[src/interval_set_normalizer_top_assert.svh]
// Assertion macros used by the interval set normalizer sequencer RTL.
`ifndef INTERVAL_SET_NORMALIZER_TOP_ASSERT_SVH
`define INTERVAL_SET_NORMALIZER_TOP_ASSERT_SVH

// Same-cycle implication, disabled while reset is asserted.
`define ISN_ASSERT_IMPL(name, clk, rst_n, ante, cons) \
	name: assert property (@(posedge clk) disable iff (!(rst_n)) (ante) |-> (cons)) \
		else $error("%m: assertion failed");

// Next-cycle implication, disabled while reset is asserted.
`define ISN_ASSERT_NEXT(name, clk, rst_n, ante, cons) \
	name: assert property (@(posedge clk) disable iff (!(rst_n)) (ante) |=> (cons)) \
		else $error("%m: assertion failed");

`endif

[src/isn_pkg.sv]
package isn_pkg;

	localparam int DEF_MAX_INTERVALS = 16;
	localparam int DEF_VALUE_BITS    = 32;

	// emit strobe and result flags from the sequencer to the output register
	typedef struct packed {
		logic emit;
		logic set_empty;
		logic last_result;
	} emit_ctl_t;

endpackage

[src/isn_store.sv]
module isn_store #(
	parameter int DEPTH  = isn_pkg::DEF_MAX_INTERVALS,
	parameter int WIDTH  = 2 * isn_pkg::DEF_VALUE_BITS + 2
) (
	input  logic                     clk,
	input  logic                     we,
	input  logic [$clog2(DEPTH)-1:0] waddr,
	input  logic [WIDTH-1:0]         wdata,
	input  logic                     re,
	input  logic [$clog2(DEPTH)-1:0] raddr,
	output logic [WIDTH-1:0]         rdata
);
	import isn_pkg::*;

	logic [WIDTH-1:0] mem [DEPTH];

	always_ff @(posedge clk) begin
		if (we) begin
			mem[waddr] <= wdata;
		end
	end

	// registered read, loaded only while re is high
	always_ff @(posedge clk) begin
		if (re) begin
			rdata <= mem[raddr];
		end
	end

endmodule

[src/isn_seq.sv]
`include "interval_set_normalizer_top_assert.svh"

module isn_seq #(
	parameter int MAX_INTERVALS = isn_pkg::DEF_MAX_INTERVALS,
	parameter int VALUE_BITS    = isn_pkg::DEF_VALUE_BITS
) (
	input  logic                             clk,
	input  logic                             arst_n,
	input  logic                             in_valid,
	output logic                             in_ready,
	input  logic                             in_empty,
	input  logic                             in_last,
	output logic                             mem_we,
	output logic [$clog2(MAX_INTERVALS)-1:0] mem_waddr,
	output logic                             mem_re,
	output logic [$clog2(MAX_INTERVALS)-1:0] mem_raddr,
	input  logic [2*VALUE_BITS+1:0]          mem_rdata,
	input  logic                             emit_ok,
	output isn_pkg::emit_ctl_t               ctl,
	output logic [VALUE_BITS-1:0]            out_lv,
	output logic [VALUE_BITS-1:0]            out_rv,
	output logic                             out_lc,
	output logic                             out_rc,
	output logic                             ovf
);
	import isn_pkg::*;

	localparam int IW = $clog2(MAX_INTERVALS);
	localparam int CW = $clog2(MAX_INTERVALS + 1);
	localparam int VB = VALUE_BITS;
	localparam logic [CW-1:0] MAX_CNT = CW'(MAX_INTERVALS);

	typedef enum logic [4:0] {
		ST_LOAD  = 5'b00001,
		ST_SCAN  = 5'b00010,
		ST_PICK  = 5'b00100,
		ST_FLUSH = 5'b01000,
		ST_EMPTY = 5'b10000
	} state_t;

	state_t state_q;
	logic [CW-1:0] count_q, rank_q, addr_q;
	logic ovf_q;
	logic rd_v_s1;
	logic [IW-1:0] rd_idx_s1;

	logic [VB-1:0] prev_lv_q;
	logic prev_lc_q;
	logic [IW-1:0] prev_idx_q;

	logic best_valid_q;
	logic [VB-1:0] best_lv_q, best_rv_q;
	logic best_lc_q, best_rc_q;
	logic [IW-1:0] best_idx_q;

	logic [VB-1:0] cur_lv_q, cur_rv_q;
	logic cur_lc_q, cur_rc_q;

	logic accept;
	logic [VB-1:0] r_lv, r_rv;
	logic r_lc, r_rc;
	logic eligible, better, touches, advance, first_pick;
	logic [CW-1:0] rank_inc;

	// ordering: left end, then closed before open, then arrival slot
	function automatic logic key_before(
		input logic [VB-1:0] a_lv, input logic a_lc, input logic [IW-1:0] a_idx,
		input logic [VB-1:0] b_lv, input logic b_lc, input logic [IW-1:0] b_idx
	);
		logic lt;
		lt = $signed(a_lv) < $signed(b_lv);
		if (a_lv != b_lv) begin
			return lt;
		end
		return {!a_lc, a_idx} < {!b_lc, b_idx};
	endfunction

	assign in_ready  = (state_q == ST_LOAD);
	assign accept    = in_valid && in_ready;
	assign mem_we    = accept && !in_empty && (count_q != MAX_CNT);
	assign mem_waddr = count_q[IW-1:0];
	assign mem_re    = (state_q == ST_SCAN) && (addr_q != count_q);
	assign mem_raddr = addr_q[IW-1:0];

	assign r_lv = mem_rdata[VB-1:0];
	assign r_lc = mem_rdata[VB];
	assign r_rv = mem_rdata[2*VB:VB+1];
	assign r_rc = mem_rdata[2*VB+1];

	assign first_pick = (rank_q == '0);
	assign rank_inc   = rank_q + CW'(1);
	assign eligible   = first_pick ||
		key_before(prev_lv_q, prev_lc_q, prev_idx_q, r_lv, r_lc, rd_idx_s1);
	assign better     = !best_valid_q ||
		key_before(r_lv, r_lc, rd_idx_s1, best_lv_q, best_lc_q, best_idx_q);

	// overlap, or meeting at a point that either side includes
	assign touches = ($signed(cur_rv_q) > $signed(best_lv_q)) ||
		((cur_rv_q == best_lv_q) && (cur_rc_q || best_lc_q));
	assign advance = first_pick || touches || emit_ok;

	always_comb begin
		ctl.emit        = 1'b0;
		ctl.set_empty   = 1'b0;
		ctl.last_result = 1'b0;
		case (state_q)
			ST_PICK: begin
				ctl.emit = !first_pick && !touches && emit_ok;
			end
			ST_FLUSH: begin
				ctl.emit        = emit_ok;
				ctl.last_result = 1'b1;
			end
			ST_EMPTY: begin
				ctl.emit        = emit_ok;
				ctl.set_empty   = 1'b1;
				ctl.last_result = 1'b1;
			end
			default: begin
				ctl.emit = 1'b0;
			end
		endcase
	end

	assign out_lv = (state_q == ST_EMPTY) ? '0 : cur_lv_q;
	assign out_rv = (state_q == ST_EMPTY) ? '0 : cur_rv_q;
	assign out_lc = (state_q == ST_EMPTY) ? 1'b0 : cur_lc_q;
	assign out_rc = (state_q == ST_EMPTY) ? 1'b0 : cur_rc_q;
	assign ovf    = ovf_q;

	// control
	always_ff @(posedge clk or negedge arst_n) begin
		if (!arst_n) begin
			state_q      <= ST_LOAD;
			count_q      <= '0;
			ovf_q        <= 1'b0;
			rank_q       <= '0;
			addr_q       <= '0;
			rd_v_s1      <= 1'b0;
			best_valid_q <= 1'b0;
		end else begin
			rd_v_s1 <= mem_re;
			case (state_q)
				ST_LOAD: begin
					if (accept) begin
						if (!in_empty) begin
							if (count_q != MAX_CNT) begin
								count_q <= count_q + CW'(1);
							end else begin
								ovf_q <= 1'b1;
							end
						end
						if (in_last) begin
							rank_q       <= '0;
							addr_q       <= '0;
							best_valid_q <= 1'b0;
							if (count_q == '0 && !mem_we) begin
								state_q <= ST_EMPTY;
							end else begin
								state_q <= ST_SCAN;
							end
						end
					end
				end
				ST_SCAN: begin
					if (mem_re) begin
						addr_q <= addr_q + CW'(1);
					end
					if (rd_v_s1 && eligible && better) begin
						best_valid_q <= 1'b1;
					end
					if (addr_q == count_q && !rd_v_s1) begin
						state_q <= ST_PICK;
					end
				end
				ST_PICK: begin
					if (advance) begin
						rank_q       <= rank_inc;
						addr_q       <= '0;
						best_valid_q <= 1'b0;
						state_q      <= (rank_inc == count_q) ? ST_FLUSH : ST_SCAN;
					end
				end
				ST_FLUSH, ST_EMPTY: begin
					if (emit_ok) begin
						count_q <= '0;
						ovf_q   <= 1'b0;
						state_q <= ST_LOAD;
					end
				end
				default: begin
					state_q <= ST_LOAD;
				end
			endcase
		end
	end

	// payload
	always_ff @(posedge clk) begin
		rd_idx_s1 <= addr_q[IW-1:0];
		if (state_q == ST_SCAN && rd_v_s1 && eligible && better) begin
			best_lv_q  <= r_lv;
			best_rv_q  <= r_rv;
			best_lc_q  <= r_lc;
			best_rc_q  <= r_rc;
			best_idx_q <= rd_idx_s1;
		end
		if (state_q == ST_PICK && advance) begin
			prev_lv_q  <= best_lv_q;
			prev_lc_q  <= best_lc_q;
			prev_idx_q <= best_idx_q;
			if (first_pick || !touches) begin
				cur_lv_q <= best_lv_q;
				cur_rv_q <= best_rv_q;
				cur_lc_q <= best_lc_q;
				cur_rc_q <= best_rc_q;
			end else if ($signed(cur_rv_q) < $signed(best_rv_q)) begin
				cur_rv_q <= best_rv_q;
				cur_rc_q <= best_rc_q;
			end else if (cur_rv_q == best_rv_q) begin
				cur_rc_q <= cur_rc_q || best_rc_q;
			end
		end
	end

	`ISN_ASSERT_IMPL(a_pick_has_best, clk, arst_n, state_q == ST_PICK, best_valid_q)
	`ISN_ASSERT_IMPL(a_scan_rank_bound, clk, arst_n, state_q == ST_SCAN, rank_q < count_q)
	`ISN_ASSERT_IMPL(a_emit_has_room, clk, arst_n, ctl.emit, emit_ok)
	`ISN_ASSERT_IMPL(a_write_below_full, clk, arst_n, mem_we, count_q < MAX_CNT)
	`ISN_ASSERT_NEXT(a_run_end_clears, clk, arst_n, ctl.emit && ctl.last_result, count_q == '0 && !ovf_q && state_q == ST_LOAD)

endmodule

[src/interval_set_normalizer_top.sv]
// Channel   Dir  tdata                                        tuser                  tlast
// s_axis    in   left_value, right_value, left_closed,        is_empty               last_item
//                right_closed (zero pad to bytes)
// m_axis    out  out_left, out_right, out_left_closed,        set_empty, overflow    last_result
//                out_right_closed (zero pad to bytes)
//
// Loading takes one item per cycle, only in the load state, into an interval store
// with separate write and read ports. After the item with tlast, each output rank
// costs one full scan of the store through its registered read port.
// m_axis holds one registered result; a result stalled there stalls the scan,
// and the next set loads while the final result still waits.
// Reset (arst_n low) empties the set and clears the overflow flag; no clearing pass.
module interval_set_normalizer_top #(
	parameter int MAX_INTERVALS = isn_pkg::DEF_MAX_INTERVALS,
	parameter int VALUE_BITS    = isn_pkg::DEF_VALUE_BITS
) (
	input  logic                                        clk,
	input  logic                                        arst_n,
	input  logic                                        s_axis_tvalid,
	output logic                                        s_axis_tready,
	// [VB-1:0] left_value, [2VB-1:VB] right_value, [2VB] left_closed, [2VB+1] right_closed
	input  logic [((2*VALUE_BITS+2+7)/8)*8-1:0]         s_axis_tdata,
	// [0] is_empty
	input  logic                                        s_axis_tuser,
	input  logic                                        s_axis_tlast,
	output logic                                        m_axis_tvalid,
	input  logic                                        m_axis_tready,
	// [VB-1:0] out_left, [2VB-1:VB] out_right, [2VB] out_left_closed, [2VB+1] out_right_closed
	output logic [((2*VALUE_BITS+2+7)/8)*8-1:0]         m_axis_tdata,
	// [0] set_empty, [1] overflow
	output logic [1:0]                                  m_axis_tuser,
	output logic                                        m_axis_tlast
);
	import isn_pkg::*;

	localparam int VB      = VALUE_BITS;
	localparam int IW      = $clog2(MAX_INTERVALS);
	localparam int ENTRY_W = 2 * VB + 2;
	localparam int TDATA_W = ((ENTRY_W + 7) / 8) * 8;

	// store entry: {right_closed, right_value, left_closed, left_value}
	logic [ENTRY_W-1:0] wdata, rdata;
	logic mem_we, mem_re;
	logic [IW-1:0] mem_waddr, mem_raddr;

	emit_ctl_t ctl;
	logic emit_ok;
	logic [VB-1:0] out_lv, out_rv;
	logic out_lc, out_rc, ovf;

	logic m_valid_q;
	logic [TDATA_W-1:0] m_data_q;
	logic [1:0] m_user_q;
	logic m_last_q;

	assign wdata = {s_axis_tdata[2*VB+1], s_axis_tdata[2*VB-1:VB],
		s_axis_tdata[2*VB], s_axis_tdata[VB-1:0]};

	isn_store #(
		.DEPTH (MAX_INTERVALS),
		.WIDTH (ENTRY_W)
	) u_store (
		.clk   (clk),
		.we    (mem_we),
		.waddr (mem_waddr),
		.wdata (wdata),
		.re    (mem_re),
		.raddr (mem_raddr),
		.rdata (rdata)
	);

	isn_seq #(
		.MAX_INTERVALS (MAX_INTERVALS),
		.VALUE_BITS    (VALUE_BITS)
	) u_seq (
		.clk       (clk),
		.arst_n    (arst_n),
		.in_valid  (s_axis_tvalid),
		.in_ready  (s_axis_tready),
		.in_empty  (s_axis_tuser),
		.in_last   (s_axis_tlast),
		.mem_we    (mem_we),
		.mem_waddr (mem_waddr),
		.mem_re    (mem_re),
		.mem_raddr (mem_raddr),
		.mem_rdata (rdata),
		.emit_ok   (emit_ok),
		.ctl       (ctl),
		.out_lv    (out_lv),
		.out_rv    (out_rv),
		.out_lc    (out_lc),
		.out_rc    (out_rc),
		.ovf       (ovf)
	);

	// output slot is free when empty or being drained this cycle
	assign emit_ok = !m_valid_q || m_axis_tready;

	always_ff @(posedge clk or negedge arst_n) begin
		if (!arst_n) begin
			m_valid_q <= 1'b0;
		end else if (ctl.emit) begin
			m_valid_q <= 1'b1;
		end else if (m_axis_tready) begin
			m_valid_q <= 1'b0;
		end
	end

	always_ff @(posedge clk) begin
		if (ctl.emit) begin
			m_data_q <= TDATA_W'({out_rc, out_lc, out_rv, out_lv});
			m_user_q <= {ovf, ctl.set_empty};
			m_last_q <= ctl.last_result;
		end
	end

	assign m_axis_tvalid = m_valid_q;
	assign m_axis_tdata  = m_data_q;
	assign m_axis_tuser  = m_user_q;
	assign m_axis_tlast  = m_last_q;

endmodule

[config.mk]
export PLATFORM = sky130hd
export DESIGN_NAME = interval_set_normalizer_top
export DESIGN_NICKNAME = d
export VERILOG_FILES = /design/src/isn_pkg.sv /design/src/isn_store.sv /design/src/isn_seq.sv /design/src/interval_set_normalizer_top.sv
export VERILOG_INCLUDE_DIRS = /design/src /design/src/src
export SDC_FILE = /design/constraint.sdc
export NUM_CORES = 1
export LEC_CHECK = 0
export ABC_AREA = 1
export BUFFER_PORTS_ARGS = -buffer_cell sky130_fd_sc_hd__buf_2
export CORE_MARGIN = 8
export CORE_UTILIZATION = 35
export DETAILED_ROUTE_END_ITERATION = 10
export GPL_ROUTABILITY_DRIVEN = 0
export GPL_TIMING_DRIVEN = 0
export PLACE_DENSITY_LB_ADDON = 0.08
export SLEW_MARGIN = 20
export SYNTH_ARGS = -nofsm -noshare
export SYNTH_HDL_FRONTEND = slang
export SYNTH_SLANG_ARGS = --single-unit
[constraint.sdc]
create_clock -name clk -period 9.5 [get_ports clk]
set_input_delay 1.425 -clock clk [delete_from_list [all_inputs] [get_ports clk]]
set_output_delay 1.425 -clock clk [all_outputs]
set_load 0.02 [all_outputs]
==> results.md, run 1 <==
* #FFs+latches synth at roughly 1400
* Core Box Area at 156000 µm²
* CTS Buffer Depth at 3
* Initial antenna violation count at 29
* Ports at 155
* Yosys warnings at 0
* RSZ-0062 raised after global routing: no
* Die width at 413 µm
* Drt total wl at 181 mm
* Post-CTS Resized at 0
* Max layer used: met5
* DP HPWL at 127 mm
* CP required at 9970 ps
* Share of layout cells above drive strength 1 at 0.112
* Critical Path Max Stage Delay at 610 ps
* Global-route wire length before repair at 254 mm
* Number of max-cap violations at 0
* Maximum vdd drop at 179 µV
* Vias per inst at around 5.2
* Die Ht at 413 µm
* Pins Over Slew Limit at 0
* PwrDens at approximately 260 nW/µm²
* Rows at approximately 150
* Top cells by instance count after synthesis: edfxtp_1, o21ai_0, nor2_1
* Initial Utilization at 0.353
* H-tree level count at 4
* Antenna Nets Post-Route at 0
* Period utilisation layout at 0.489
* Slew of the pin with the lowest slew margin at 1170 ps
* Leakage power at 22.5 nW
* Nets at 4595
* Hold crit path type: flop to flop
* Pre-antenna DRT Iters at 5
* I/O Buffers at 142
* Routed len/inst at 27.6 µm
* Skew final at 22.5 ps
* WL met3 at 12.1 mm
* Via count at roughly 34000
* Worst hold slack at between 400 and 500 ps
* Root buf cell: clkbuf_16
* Worst-skew pair later-pin latency at between 700 and 800 ps
* Largest net degree at the start of global routing at 42
* EDFF count, synth at 1364
* CTS tree: done
* Die area at around 170000 µm²
* Fin. Hold Viols at 0
* Cell count after synthesis at ~4000
* Cell Chain, Critical Path: inv_1, ha_1, nand2_1, nor2_1, nand2_1, nor3_1, nand4_1, nor2_1, a21oi_1, nand2_1, nand2_1, nor3_2, buf_4, buf_6, buf_4, buf_4, buf_4
* Most used DFF post-synth: edfxtp_1
* Final min period at 4640 ps
* Iter 0 DRT Violations at 3252
* Worst-path clk slew at 60 ps
* Register area share after synthesis at 0.756
* Syn-to-layout area delta at 18.2%
* Clock buffers created by TritonCTS at 157
* Power Total at 17.2 mW
* Drt drc at 0
* Share of the synthesized area in the top cell type at 0.744
* CP arrival at 5110 ps
* Met2 Routed Length at 86.3 mm
* Post-CTS Hold Buffers at 0
* Status: finished clean
* Max Fclk at approximately 220 MHz
* Post-CTS setup buffers at 0
* GRT Overall Usage at 0.209
* Worst-path maximum fanout at 10
* Syn Area/Cell at 13.8 µm²
* Top-count cell post-synth: edfxtp_1
* Top cells by area, synth: edfxtp_1, o21ai_0, ha_1
* Setup violators final at 0
* Post-synthesis cell type count at 47
* Met1 WL at 77.3 mm
* Crit-path slowest cell: nor3_1
* Synth area leader: edfxtp_1
* Vias in the first global route at 33700
* Clk sink count at approximately 1400
* Setup CP Type: flop to flop
* CP Capture Type: flop
* Cell Area, Synth at 55100 µm²
* CP startpoint kind: flop
* Total grt overflow at 0
* Worst slew margin at 0.213
* Async SR Flop Fraction at 0.0172
==> kinds of logic after synthesis <==
kind of cell,after synthesis,synth area share
xor+xnor,10,0.00159
other cells,1,0.0000681
fa+ha+maj,143,0.0325
compound gates,1108,0.114
flops,1392,0.756
simple gates,859,0.0627
buf+inv,473,0.0331
==> layout make-up <==
cell class | count | area, µm²
Clock buffer | 213 | 4210
Buffer | 218 | 876
Inverter | 255 | 961
Fill cell | 14400 | 91100
Clock inverter | 70 | 548
Tap cell | 2058 | 2570
Sequential cell | 1392 | 41600
Antenna cell | 14 | 35.0
Timing Repair Buffer | 224 | 2470
Multi-Input combinational cell | 2126 | 11800
==> critical path: cells and delay by family (launching register included) <==
kind                     cells  cell delay [ps]
AND/OR/NAND/NOR              9             2220
buffers and inverters        6             1160
adder cells (fa/ha/maj)      1              460
flip-flops                   1              390
AO/OA/AOI/OAI                1               80
==> power breakdown <==
part           total (mW)  internal, mW  leakage [nW]  switching (mW)
Clock                5.72          3.25          2.31            2.47
Combinational        3.92          1.00          7.52            2.92
Sequential           7.54          7.29          12.6           0.247
==> path summary, 6_finish.rpt <==
kind | startpoint | slack (ps) | to | cells past startpoint
min in group asynchronous | arst_n | 640 | u_seq.count_q[1] | 1
setup reg to reg | u_seq.best_lv_q[31] | 4860 | u_seq.best_lv_q[22] | 17
hold / removal | u_seq.addr_q[1] | 410 | u_seq.rd_idx_s1[1] | 0
max in group asynchronous | arst_n | 8460 | u_seq.addr_q[0] | 1
setup / recovery | u_seq.best_lv_q[31] | 4860 | u_seq.best_lv_q[22] | 17
hold reg to reg | u_seq.addr_q[1] | 410 | u_seq.rd_idx_s1[1] | 0
==> per-stage QoR <==
stage	utilization	cell area (µm²)	TNS, ps	setup WS [ps]	instances
after floorplan	-	55100	0	2690	3991
after global placement	0.374	58400	-521880	-2080	6191
after detailed placement	0.386	60300	0	4670	6273
after CTS	0.416	65100	0	4640	6556
after global routing	0.417	65100	0	4550	6559
final	0.417	65100	0	4860	6570
==> cells in the final DEF, fill, tap and decap left out, types with 8 or more instances in the layout <==
master,synthesis,layout
buf_16,0,28
o21ai_0,457,457
dfrtp_1,23,23
buf_1,20,20
buf_12,0,46
nand2_1,385,385
clkinv_1,2,34
nor3_1,13,12
edfxtp_1,1364,1364
o221ai_1,134,134
o21ai_1,24,24
buf_2,15,157
nand4_1,19,19
nand3_1,30,30
o22ai_1,134,134
buf_4,6,12
nor2_1,391,374
clkinv_2,0,18
ha_1,143,143
a21oi_1,337,335
o21a_1,8,8
diode_2,0,14
clkbuf_1,176,219
clkbuf_16,0,158
nor2_4,1,18
inv_1,244,244
==> state kept, by name, indices dropped and copies added, names as in the netlist, 32 cells and up <==
signal	flops
m_axis_tdata	66
u_seq.best_lv_q	32
u_seq.best_rv_q	32
u_seq.cur_lv_q	32
u_seq.cur_rv_q	32
u_seq.prev_lv_q	32
u_store.mem	1056
u_store.rdata	66
==> metal layers <==
metal / GRT usage / vias up
met5: 0 / -
li1: - / 15600
met3: 0.0380 / 260
met1: 0.279 / 17200
met2: 0.345 / 1073
met4: 0.0706 / 2
Note: power is estimated with default switching activity, not from simulation.
==> run 2, diff against run 1 <==
- ABC_AREA: 1 -> 0
- clock period: 9.5 -> 3.8 ns (I/O delays scaled with it)
==> results.md, run 2 <==
* Worst-path maximum fanout at 10
* Maximum vdd drop at a little over 500 µV
* Vias per inst at 5.15
* Share of layout cells above drive strength 1 at 0.297
* Number of flip-flops in the largest register at 1056
* Placed inst area at 59900 µm²
* Async SR Flop Fraction at 0.0172
* Nets at 3175
* Place WS at -162 ps
* CP Capture Type: flop
* Total grt overflow at 0
* CTS Buffer Depth at 3
* Cell count after synthesis at about 2500
* Global-route wire length before repair at 211 mm
* Top-count cell post-synth: edfxtp_1
* Final worst-path setup slack at between 150 and 200 ps
* Top reg by flops: u_store.mem
* GRT Overall Usage at 0.177
* Syn Area/Cell at between 20 and 25 µm²
* I/O Buffers at 142
* Period utilisation layout at 0.959
* DP HPWL at 105 mm
* Routed len/inst at 29.6 µm
* Ports at about 160
* Most used DFF post-synth: edfxtp_1
* Hold crit path type: primary input to flop
* Pre-antenna DRT Iters at 7
* Leakage power at about 21 nW
* Vias in the first global route at 27800
* Crit-path slowest cell: clkdlybuf4s15_1
* Commonest non-fill, non-tap cell in the layout: edfxtp_1
* EDFF count, synth at approximately 1400
* Pins Over Slew Limit at 0
* Die Ht at 410 µm
* Final min period at ~3600 ps
* Die width at ~400 µm
* Register area share after synthesis at 0.766
* HP Start: s_axis_tdata[37]
* Drt total wl at roughly 150 mm
* Root buf cell: clkbuf_16
* Drt drc at 0
* Post-Route Utilization at 0.420
* Via count at 26400
* RSZ-0062 raised after global routing: no
* CP startpoint: u_seq.addr_q[1]
* Worst slew margin at 0.296
* Status: finished clean
* Largest net degree at the start of global routing at 44
* Skew final at 26.7 ps
* Core Box Area at between 150000 and 200000 µm²
* Worst reg2reg startpoint: u_seq.addr_q[1]
* Number of max-cap violations at 0
* Syn-to-layout area delta at 19.1%
* Dpl cells at 4831
* Initial antenna violation count at 26
* CTS tree: done
* Critical Path Max Stage Delay at between 700 and 800 ps
* Final std cells w/o fill at 5120
* Yosys warnings at 0
* Post-synthesis cell type count at 71
* Clock buffers created by TritonCTS at roughly 150
* Worst-path clk slew at 60 ps
* Slew of the pin with the lowest slew margin at approximately 1100 ps
* Initial Utilization at 0.353
* Die area at 168000 µm²
* Worst-skew pair later-pin latency at 780 ps
* Fin. Hold Viols at 0
* Synth area leader: edfxtp_1
* Cell Area, Synth at 54300 µm²
* H-tree level count at 4
* Iter 0 DRT Violations at 2404
* Share of the synthesized area in the top cell type at 0.754
* Setup CP Type: flop to flop
* Cell Chain, Critical Path: clkbuf_1, clkdlybuf4s15_1, clkbuf_1, mux4_2, mux4_2
* Final instance area at 64700 µm²
* Setup violators final at 0
* Top cells by instance count after synthesis: edfxtp_1, mux4_2, ha_1
* PwrDens at 635 nW/µm²
* Power Total at slightly above 40 mW
* Antenna Nets Post-Route at 0
* CP startpoint kind: flop
* Commonest non-fill, non-tap cells in the layout: edfxtp_1, mux4_2, buf_2
* Rows at 144
* CP arrival at 4140 ps
* Max Fclk at 275 MHz
* Clk sink count at between 1000 and 1500
* #FFs+latches synth at 1392
* Top cells by area, synth: edfxtp_1, mux4_2, ha_1
* CP required at 4290 ps
==> run 2: cell count changes after synthesis, moves of 15 or more <==
cell	delta
inv_1	-120
nor2_1	-352
o221ai_1	-131
o21ai_1	-22
and2_1	+65
mux4_2	+330
o21ai_0	-438
nand2_1	-351
buf_1	-15
buf_2	+16
clkbuf_1	-124
a21oi_1	-289
a21o_1	+24
o22ai_1	-132
==> run 2: timing repair <==
action	CTS	global route
pin swaps	2	6
buffers inserted	2	8
endpoints found under the setup margin	67	110
gates resized for setup	10	7
hold buffers	1	0
endpoints found under the hold margin	23	0
==> run 2: per-layer routing <==
layer	GRT usage	wire length [µm]	part of all wire
met1	0.238	65400	0.43
met2	0.295	73900	0.49
met3	0.0369	8350	0.055
met4	0.0484	3620	0.024
met5	0	27	0.00018
==> run 2: final timing paths <==
path | to | slack (ps) | cells past startpoint
max in group asynchronous | u_seq.best_valid_q | 3060 | 2
worst max register to register | u_store.rdata[17] | 160 | 5
worst max-delay path | u_store.rdata[17] | 160 | 5
worst min register to register | u_seq.rd_idx_s1[3] | 370 | 0
worst min-delay path | u_store.mem[2][38] | 170 | 1
min in group asynchronous | u_seq.count_q[2] | 340 | 2
==> run 2: metrics by stage <==
step           hold slack, ps  TNS (ps)
6_report                  169         0
4_1_cts                  99.3         0
2_1_floorplan             274   -182050
3_3_place_gp              358  -3519020
3_5_place_dp              356     -3440
5_1_grt                   130         0
==> run 2: cell type report <==
class	count	area, µm²
buffer	96	460
timing repair buffer	283	2860
tap	2044	2560
clock inverter	71	503
clock buffer	202	4140
multi-input combinational	901	12000
antenna	5	12.5
sequential	1392	41600
inverter	126	480
fill	13400	89300
==> run 2: kinds of logic after synthesis <==
| kind of cell | count (synthesis) | synth area share |
|---|---|---|
| other cells | 1 | 0.0000690 |
| flops | 1392 | 0.766 |
| mux | 333 | 0.137 |
| fa+ha+maj | 143 | 0.0329 |
| xor+xnor | 17 | 0.00274 |
| simple gates | 253 | 0.0261 |
| buf+inv | 222 | 0.0166 |
| compound gates | 149 | 0.0180 |
==> run 2: critical path: cells and delay by family (launching register included) <==
family                 cells  cell delay (ps)
muxes                      2              960
buffers and inverters      3             1940
DFF                        1              440
==> run 2: report_power, final <==
part	internal (mW)	total (mW)	switching [mW]
clock network	7.98	13.9	5.92
registers	17.9	18.3	0.425
logic	3.93	8.90	4.98
